$ cat src/sv/spr_pkg.sv
// Types and constants of the SysEx patch receiver
`timescale 1ns / 1ps

package spr_pkg;

  localparam int PATCH_BYTES = 256;
  localparam int PRESETS     = 128;
  localparam int NAME_BYTES  = 8;

  localparam logic [7:0] END_BYTE      = 8'hF7;
  localparam logic [7:0] TYPE_PATCH    = 8'h03;
  localparam logic [7:0] TYPE_BANK     = 8'h04;
  localparam logic [7:0] NAME_TMO_BYTE = 8'hFF;

  localparam logic [15:0] MAX_STORE_ADDR =
    16'(NAME_BYTES + PATCH_BYTES * PRESETS - 1);

  typedef enum logic [1:0] {
    OP_START    = 2'd0,
    OP_BYTE     = 2'd1,
    OP_TIMEOUT  = 2'd2,
    OP_RESERVED = 2'd3
  } op_t;

  typedef enum logic [2:0] {
    ST_PATCH_OK  = 3'd0,
    ST_BANK_OK   = 3'd1,
    ST_BAD_TYPE  = 3'd2,
    ST_REFUSED   = 3'd3,
    ST_DATA_TMO  = 3'd4,
    ST_CSUM_BAD  = 3'd5,
    ST_BANK_FAIL = 3'd6,
    ST_EMPTY_TMO = 3'd7
  } status_t;

  typedef enum logic [0:0] {
    KIND_DATA   = 1'b0,
    KIND_STATUS = 1'b1
  } kind_t;

  typedef enum logic [0:0] {
    REG_PATCH_ENABLE = 1'b0,
    REG_BANK_ENABLE  = 1'b1
  } reg_idx_t;

  typedef struct packed {
    logic [1:0] operation;
    logic [7:0] rx_byte;
  } in_item_t;

  typedef struct packed {
    logic        kind;
    logic [15:0] store_addr;
    logic [7:0]  store_byte;
    logic [2:0]  status;
    logic [7:0]  detail;
  } out_item_t;

  typedef struct packed {
    logic patch_enable;
    logic bank_enable;
  } spr_cfg_t;

endpackage

$ cat src/sv/spr_core.sv
// Message parser: reception state and the result for one item
`timescale 1ns / 1ps

module spr_core
  import spr_pkg::*;
(
  input  logic      clk,
  input  logic      rst_n,
  input  logic      step,
  input  in_item_t  item,
  input  spr_cfg_t  cfg,
  output logic      res_valid,
  output out_item_t res
);

  typedef enum logic [2:0] {
    PH_IDLE  = 3'd0,
    PH_TYPE  = 3'd1,
    PH_NAME  = 3'd2,
    PH_DATA  = 3'd3,
    PH_CHECK = 3'd4,
    PH_DRAIN = 3'd5
  } phase_t;

  localparam logic [7:0] PB_LAST  = 8'(PATCH_BYTES - 1);
  localparam logic [6:0] PR_LAST  = 7'(PRESETS - 1);
  localparam logic [2:0] NAME_LAST = 3'(NAME_BYTES - 1);

  phase_t     phase_r, phase_nxt;
  logic       is_bank_r, is_bank_nxt;
  logic [7:0] byte_count_r, byte_count_nxt;
  logic [6:0] preset_r, preset_nxt;
  logic [6:0] sum_r, sum_nxt;
  status_t    pend_status_r, pend_status_nxt;
  logic [7:0] pend_detail_r, pend_detail_nxt;

  logic       tmo;
  logic [7:0] b;
  logic [7:0] k;
  logic [2:0] name_addr;
  logic       want_bank;
  logic       type_ok;
  status_t    fail_st;
  logic [7:0] fail_det;

  assign tmo       = (item.operation == OP_TIMEOUT);
  assign b         = item.rx_byte;
  assign k         = (byte_count_r > PB_LAST) ? PB_LAST : byte_count_r;
  assign name_addr = byte_count_r[2:0];
  assign want_bank = (b == TYPE_BANK);
  assign type_ok   = want_bank ? cfg.bank_enable : cfg.patch_enable;

  always_comb begin
    phase_nxt       = phase_r;
    is_bank_nxt     = is_bank_r;
    byte_count_nxt  = byte_count_r;
    preset_nxt      = preset_r;
    sum_nxt         = sum_r;
    pend_status_nxt = pend_status_r;
    pend_detail_nxt = pend_detail_r;
    res_valid       = 1'b0;
    res             = '0;
    fail_st         = ST_DATA_TMO;
    fail_det        = k;

    if (step) begin
      case (op_t'(item.operation))
        OP_START: begin
          phase_nxt       = PH_TYPE;
          is_bank_nxt     = 1'b0;
          byte_count_nxt  = '0;
          preset_nxt      = '0;
          sum_nxt         = '0;
          pend_status_nxt = ST_PATCH_OK;
          pend_detail_nxt = '0;
        end
        OP_BYTE, OP_TIMEOUT: begin
          case (phase_r)
            PH_TYPE: begin
              if (tmo || b == END_BYTE) begin
                res_valid  = 1'b1;
                res.kind   = KIND_STATUS;
                res.status = ST_EMPTY_TMO;
                phase_nxt  = PH_IDLE;
              end else if (b == TYPE_PATCH || b == TYPE_BANK) begin
                is_bank_nxt = want_bank;
                if (!type_ok) begin
                  pend_status_nxt = ST_REFUSED;
                  pend_detail_nxt = 8'd1;
                  phase_nxt       = PH_DRAIN;
                end else begin
                  byte_count_nxt = '0;
                  sum_nxt        = '0;
                  phase_nxt      = want_bank ? PH_NAME : PH_DATA;
                end
              end else begin
                res_valid  = 1'b1;
                res.kind   = KIND_STATUS;
                res.status = ST_BAD_TYPE;
                res.detail = 8'd1;
                phase_nxt  = PH_IDLE;
              end
            end
            PH_NAME: begin
              if (name_addr == NAME_LAST) begin
                preset_nxt     = '0;
                byte_count_nxt = '0;
                sum_nxt        = '0;
                phase_nxt      = PH_DATA;
              end else begin
                byte_count_nxt = {5'd0, name_addr} + 8'd1;
              end
              res_valid      = 1'b1;
              res.kind       = KIND_DATA;
              res.store_addr = {13'd0, name_addr};
              res.store_byte = tmo ? NAME_TMO_BYTE : b;
            end
            PH_DATA: begin
              if (tmo) begin
                fail_st  = ST_DATA_TMO;
                fail_det = k;
                pend_status_nxt = is_bank_r ? ST_BANK_FAIL : fail_st;
                pend_detail_nxt = is_bank_r ? {1'b0, preset_r} : fail_det;
                phase_nxt       = PH_DRAIN;
              end else begin
                sum_nxt = sum_r + b[6:0];
                if (k == PB_LAST) begin
                  phase_nxt = PH_CHECK;
                end else begin
                  byte_count_nxt = k + 8'd1;
                end
                res_valid      = 1'b1;
                res.kind       = KIND_DATA;
                res.store_addr = is_bank_r
                  ? 16'(NAME_BYTES) + 16'(preset_r) * 16'(PATCH_BYTES) + {8'd0, k}
                  : {8'd0, k};
                res.store_byte = b;
              end
            end
            PH_CHECK: begin
              if (tmo || b != {1'b0, sum_r}) begin
                fail_st  = tmo ? ST_EMPTY_TMO : ST_CSUM_BAD;
                fail_det = tmo ? 8'd2 : b;
                pend_status_nxt = is_bank_r ? ST_BANK_FAIL : fail_st;
                pend_detail_nxt = is_bank_r ? {1'b0, preset_r} : fail_det;
                phase_nxt       = PH_DRAIN;
              end else if (!is_bank_r) begin
                pend_status_nxt = ST_PATCH_OK;
                pend_detail_nxt = b;
                phase_nxt       = PH_DRAIN;
              end else if (preset_r == PR_LAST) begin
                pend_status_nxt = ST_BANK_OK;
                pend_detail_nxt = '0;
                phase_nxt       = PH_DRAIN;
              end else begin
                preset_nxt     = preset_r + 7'd1;
                byte_count_nxt = '0;
                sum_nxt        = '0;
                phase_nxt      = PH_DATA;
              end
            end
            PH_DRAIN: begin
              if (tmo || b == END_BYTE) begin
                res_valid = 1'b1;
                res.kind  = KIND_STATUS;
                phase_nxt = PH_IDLE;
                // a good body that times out before the end byte
                if (tmo && (pend_status_r == ST_PATCH_OK || pend_status_r == ST_BANK_OK)) begin
                  res.status = ST_EMPTY_TMO;
                  res.detail = 8'd1;
                end else begin
                  res.status = pend_status_r;
                  res.detail = pend_detail_r;
                end
              end
            end
            default: begin
              phase_nxt = PH_IDLE;
            end
          endcase
        end
        default: begin
        end
      endcase
    end
  end

  always_ff @(posedge clk) begin
    if (!rst_n) begin
      phase_r       <= PH_IDLE;
      is_bank_r     <= 1'b0;
      byte_count_r  <= '0;
      preset_r      <= '0;
      sum_r         <= '0;
      pend_status_r <= ST_PATCH_OK;
      pend_detail_r <= '0;
    end else begin
      phase_r       <= phase_nxt;
      is_bank_r     <= is_bank_nxt;
      byte_count_r  <= byte_count_nxt;
      preset_r      <= preset_nxt;
      sum_r         <= sum_nxt;
      pend_status_r <= pend_status_nxt;
      pend_detail_r <= pend_detail_nxt;
    end
  end

endmodule

$ cat src/sv/sysex_patch_receiver.sv
// Top level of the SysEx patch receiver: item registers, config registers, parser
`timescale 1ns / 1ps

// Parses the body of a MIDI system-exclusive patch or bank dump, one received
// byte (or start / timeout event) per item, and returns at most one result per
// item: a byte to write into patch storage with its address, or the final
// status of the message. The block takes one item every cycle while the result
// channel does not stall; a result passes from the input register through the
// parser into the result register, which drives out_*. Items move only when the
// result register is free or being taken, so a stalled result channel holds
// back at most one further item.
// patch_enable and bank_enable sit at byte addresses 0 and 4 of the APB port,
// both reset to 1; write them only while no message is in flight.
module sysex_patch_receiver
  import spr_pkg::*;
(
  input  logic        clk,
  input  logic        rst_n,
  input  logic        in_valid,
  output logic        in_ready,
  input  in_item_t    in_data,
  output logic        out_valid,
  input  logic        out_ready,
  output out_item_t   out_data,
  input  logic        psel,
  input  logic        penable,
  input  logic        pwrite,
  input  logic [2:0]  paddr,
  input  logic [31:0] pwdata,
  output logic [31:0] prdata,
  output logic        pready
);

  logic      in_valid_r;
  in_item_t  in_data_r;
  logic      out_valid_r;
  out_item_t out_data_r;
  spr_cfg_t  cfg_r;

  logic      advance;
  logic      step;
  logic      res_valid;
  out_item_t res;
  logic      cfg_wr;
  reg_idx_t  reg_sel;

  assign advance  = !out_valid_r || out_ready;
  assign step     = in_valid_r && advance;
  assign in_ready = !in_valid_r || advance;

  assign out_valid = out_valid_r;
  assign out_data  = out_data_r;

  // register file
  assign pready  = 1'b1;
  assign reg_sel = reg_idx_t'(paddr[2]);
  assign cfg_wr  = psel && penable && pwrite;

  always_comb begin
    case (reg_sel)
      REG_PATCH_ENABLE: prdata = {31'd0, cfg_r.patch_enable};
      REG_BANK_ENABLE:  prdata = {31'd0, cfg_r.bank_enable};
      default:          prdata = '0;
    endcase
  end

  always_ff @(posedge clk) begin
    if (!rst_n) begin
      cfg_r.patch_enable <= 1'b1;
      cfg_r.bank_enable  <= 1'b1;
    end else if (cfg_wr) begin
      case (reg_sel)
        REG_PATCH_ENABLE: cfg_r.patch_enable <= pwdata[0];
        REG_BANK_ENABLE:  cfg_r.bank_enable  <= pwdata[0];
        default: begin
        end
      endcase
    end
  end

  // input item register
  always_ff @(posedge clk) begin
    if (!rst_n) begin
      in_valid_r <= 1'b0;
    end else if (in_valid && in_ready) begin
      in_valid_r <= 1'b1;
    end else if (step) begin
      in_valid_r <= 1'b0;
    end
  end

  always_ff @(posedge clk) begin
    if (in_valid && in_ready) begin
      in_data_r <= in_data;
    end
  end

  spr_core u_core (
    .clk       (clk),
    .rst_n     (rst_n),
    .step      (step),
    .item      (in_data_r),
    .cfg       (cfg_r),
    .res_valid (res_valid),
    .res       (res)
  );

  // result register
  always_ff @(posedge clk) begin
    if (!rst_n) begin
      out_valid_r <= 1'b0;
    end else if (step) begin
      out_valid_r <= res_valid;
    end else if (out_ready) begin
      out_valid_r <= 1'b0;
    end
  end

  always_ff @(posedge clk) begin
    if (step && res_valid) begin
      out_data_r <= res;
    end
  end

endmodule

$ cat config.mk
export PLATFORM = sky130hd
export DESIGN_NAME = sysex_patch_receiver
export DESIGN_NICKNAME = d
export VERILOG_FILES = /design/src/sv/spr_pkg.sv /design/src/sv/spr_core.sv /design/src/sv/sysex_patch_receiver.sv
export SDC_FILE = /design/constraint.sdc
export NUM_CORES = 1
export LEC_CHECK = 0
export BUFFER_PORTS_ARGS = -buffer_cell sky130_fd_sc_hd__buf_2
export CAP_MARGIN = 10
export CORE_MARGIN = 3
export CORE_UTILIZATION = 54
export CTS_CLUSTER_SIZE = 10
export DETAILED_ROUTE_END_ITERATION = 8
export PLACE_DENSITY_LB_ADDON = 0.1
export SLEW_MARGIN = 5
export SYNTH_ARGS = -nofsm -noshare
export SYNTH_HDL_FRONTEND = slang
export SYNTH_SLANG_ARGS = --single-unit
$ cat constraint.sdc
create_clock -name clk -period 3.54 [get_ports clk]
set_input_delay 0.354 -clock clk [delete_from_list [all_inputs] [get_ports clk]]
set_output_delay 0.354 -clock clk [all_outputs]
set_load 0.01 [all_outputs]
==> impl_summary.md <==
Clocking
The number of resized instances in the post-cts repair step is 0. The total of hold buffers inserted after clock tree synthesis is 0. The number of clock sinks is 87. The root cell of the clock tree is clkbuf_8.

The buffer levels on the longest clock path is 2. The clock tree from TritonCTS is yes. The number of setup buffers added after CTS is 0.

The number of CTS-inserted buffers is 9. After clock tree synthesis, the clock-pin slew on the worst setup and hold paths is 0.09 ns. The H-tree was split into 3 levels.

The clock latency at the later pin of the worst-skew pair is 0.35 ns.

Floorplanning
The die covers 10200 µm². After floorplanning, the core was divided into 33 placement rows. The die width is 101 µm.

The initial utilization of the core area, before any placement, comes to 57.3%. The floorplan step defined a core boundary enclosing 8460 µm². The floorplan step set the die height to 101 µm. For this design the top-level I/O count stands at 123.

Final layout
The fraction of final layout cells sized beyond drive strength 1 is 17.4%. After filler insertion, the fill cell instance count of the layout stands at 716. The sequential cell area is 2200 µm².

Summing all multi-input logic gate instances after layout gives 2370 µm². Measured on the finished design, the core utilization comes to 63.5%. The layout-stage area growth over the synthesis result is 10.8%. The number of nets in the final layout is 620. 0 antenna diodes ended up in the layout.

Placed design
The setup slack at placement is 0.513 ns. The number of buffers inserted by port buffering is 57. The congestion estimate from routability-driven global placement came to 0.937. The post-detailed-placement half-perimeter wirelength is 8460 µm.

Global routing
The aggregate global routing overflow is 0. The initial antenna violation count is 0. The maximum number of pins on one net before global-route repair is 34. In the global route stage, overall resource usage came out at 23.1%. The number of global-route vias before repair was 3638. The first global-routing pass estimated 18500 µm of wire.

Yosys
The yosys synthesis warning count is 0. The count of flip-flops with a built-in enable after synthesis is 46. The number of cells produced by synthesis is 499. The register bit total from synthesis is 87.

The cell area that synthesis handed to floorplanning was 4850 µm². The number of distinct standard cells referenced by the synthesized netlist is 71. The synthesized design spends more area on one cell type than any other, namely edfxtp_1. In the synthesized netlist the dominant register cell turns out to be edfxtp_1.

The register area share after synthesis is 45.4%. Summed over its instances, the top area cell type makes up 28.5% of the synthesized netlist area. Yosys attributes the largest share of cell area to edfxtp_1 (28%), dfxtp_1 (17%), buf_4 (5.0%), a21oi_1 (3.5%), ha_1 (3.4%). The most common cell in the synthesized netlist is edfxtp_1.

The average cell area after synthesis is 9.72 µm². Ranked by instance count, the synthesized netlist is headed by edfxtp_1 (46), dfxtp_1 (41), nor2_1 (40), nand2_1 (37), a21oi_1 (34). The share of flip-flops with an asynchronous set or reset is 0%.

Critical path
In this run the worst path has a maximum fanout of 7. Data arrives at the worst endpoint at 3.40 ns. The category of the worst setup path launch point is a register. The launch point of the critical path is in_data_r[5]$_DFFE_PP_. Across all register-to-register paths, the minimum setup slack is 0.41 ns. The required time at the endpoint of the critical path is 3.81 ns. The kind of end point of the critical path is a register. The end point of the critical path is u_core.pend_detail_r[3]$_SDFFE_PN0P_. The kind of critical path is reg -> reg.

The launch point of the worst reg-to-reg path is in_data_r[5]$_DFFE_PP_. The endpoint of the worst register-to-register path is u_core.pend_detail_r[3]$_SDFFE_PN0P_. For the worst flop-to-flop path, the logic depth is 7.

Route
The number of DRC markers after the initial detailed-route iteration is 353. The aggregate routed wire length is 11700 µm. After detailed routing, the average wire length per cell comes to 17.7 µm. The number of design rule violations left after detail routing is 0. The total iterations of the first detailed-routing run is 6. The via density per instance is 5.98.

The post-detailed-route count of antenna-violating nets is 0. The routed layout has 3969 vias.

Timing
The total count of hold-check failures in the final report came to 0. Setup violations remaining at the end of the flow were counted as 0. Across all setup checks in the final design, the least slack found is 0.413 ns. The relative max-transition margin is 45.6%. The highest clock frequency the design can meet is 0.320 GHz. For the finished layout, the period the worst path requires is 3.13 ns. Across the routed clock network, the largest skew measured is 0.00936 ns. The final critical path takes up 88.3% of the cycle. The number of pins exceeding their max-slew limit in the final report is 0. Setup repair after global routing left no endpoint under its margin. The transition time at the pin with the least slew margin is 0.815 ns. After routing, the total negative slack on setup checks comes to 0 ns.

Power
The power density over the cells is 373 nW/µm². The static leakage is 0.00205 µW. IR analysis of the VDD net gives a maximum drop of 0.213 mV.

Job
The count of maximum capacitance violations is 0.

Worst hold path
The class of the tightest hold or removal check is in -> reg.

Status
The run finished with clean final reports.
## power by group
part	internal, µW	total, µW	switching (µW)
registers	1070	1090	20.0
logic	45.1	144	98.6
clock network	401	769	368
total	1520	2000	487
## area by class of cell
| class | count | share of cell area (%) |
|---|---|---|
| inverters | 13 | 0.908 |
| well taps | 105 | 2.45 |
| multi-input cells | 372 | 44.1 |
| clock inverters | 7 | 1.77 |
| clock buffers | 9 | 2.31 |
| repair buffers | 71 | 7.50 |
| flip-flops and latches | 87 | 41.0 |
## per-stage QoR
| step | std cells | hold WS (ns) | total power (µW) | cell area [µm²] |
|---|---|---|---|---|
| after floorplan | 529 | 0.424 | 1230 | 4960 |
| after global placement | 648 | 0.441 | 1250 | 5150 |
| after detailed placement | 648 | 0.449 | 1250 | 5150 |
| after CTS | 664 | 0.166 | 2010 | 5370 |
| after global routing | 664 | 0.155 | 2070 | 5370 |
| final | 664 | 0.171 | 2000 | 5370 |
## worst max-delay path, stage by stage (launching register included)
cell and delay [ns]:
edfxtp_1 0.54, or4_4 0.60, a211o_1 0.36, nand4bb_1 0.28, a221oi_2 0.66, buf_4 0.26, nand3_1 0.14, o2bb2ai_1 0.20
## metal layers
metal | vias to the layer above | track usage, % | routed length, µm
met1 | 1898 | 33.1 | 5250
met2 | 162 | 35.2 | 5310
met4 | 0 | 7.77 | 221
li1 | 1884 | - | -
met5 | - | 0 | 0
met3 | 25 | 4.36 | 957
## kinds of logic after synthesis
kind of cell	Yosys count	synth area share (%)
AND/OR/NAND/NOR	176	19.4
flip-flops	87	45.4
AO/OA/AOI/OAI	118	17.1
other	2	0.155
multiplexers	10	2.17
buffers and inverters	70	8.08
XOR/XNOR	22	3.97
adder cells (fa/ha/maj)	14	3.77
## sequential cells by signal, summed over array words and instances, names as in the netlist, 2 cells and up
register	flops
in_data_r	10
cfg_r	2
u_core.sum_r	7
u_core.pend_status_r	3
out_data	36
u_core.pend_detail_r	8
u_core.byte_count_r	8
u_core.phase_r	3
u_core.preset_r	7
## how the worst min path moves through the flow
| stage | start | end | slack, ns | cells past startpoint |
|---|---|---|---|---|
| floorplan | u_core.pend_detail_r[2]$_SDFFE_PN0P_ | u_core.pend_detail_r[2]$_SDFFE_PN0P_ | 0.42 | 1 |
| global placement | u_core.sum_r[0]$_SDFFE_PN0P_ | u_core.sum_r[0]$_SDFFE_PN0P_ | 0.44 | 2 |
| detailed placement | u_core.pend_detail_r[3]$_SDFFE_PN0P_ | u_core.pend_detail_r[3]$_SDFFE_PN0P_ | 0.45 | 1 |
| CTS | in_data[8] | in_data_r[8]$_DFFE_PP_ | 0.17 | 1 |
| global route | in_data[3] | in_data_r[3]$_DFFE_PP_ | 0.15 | 1 |
| finish | in_data[8] | in_data_r[8]$_DFFE_PP_ | 0.17 | 1 |
## layout by cell type (no fill, tap or decap), types with 4 or more instances in the layout
master     Yosys  layout
nor2_1        40      40
conb_1         2      32
xnor2_1        9       9
buf_4         32      13
dfxtp_1       41      41
o2bb2ai_1      4       4
buf_2          1      57
or3_1          5       5
o21a_1         9       9
o22ai_1        5       5
inv_1         11      11
and2_1        13      13
mux2i_1        6       6
clkbuf_8       0       9
nand4_1        4       4
and3_1         8       8
o21ai_0        7       7
o21ai_1       10      10
nor3b_1        5       5
nand3_1       15      15
o211ai_1       5       5
nand2_1       37      37
edfxtp_1      46      46
ha_1          13      13
nor4_1         6       6
a21oi_1       34      34
xor2_1        13      13
nor2b_1        5       5
nor3_1         9       9
nand2b_1       8       8
a211oi_1       4       4
Power figures use the tool's default switching activity.
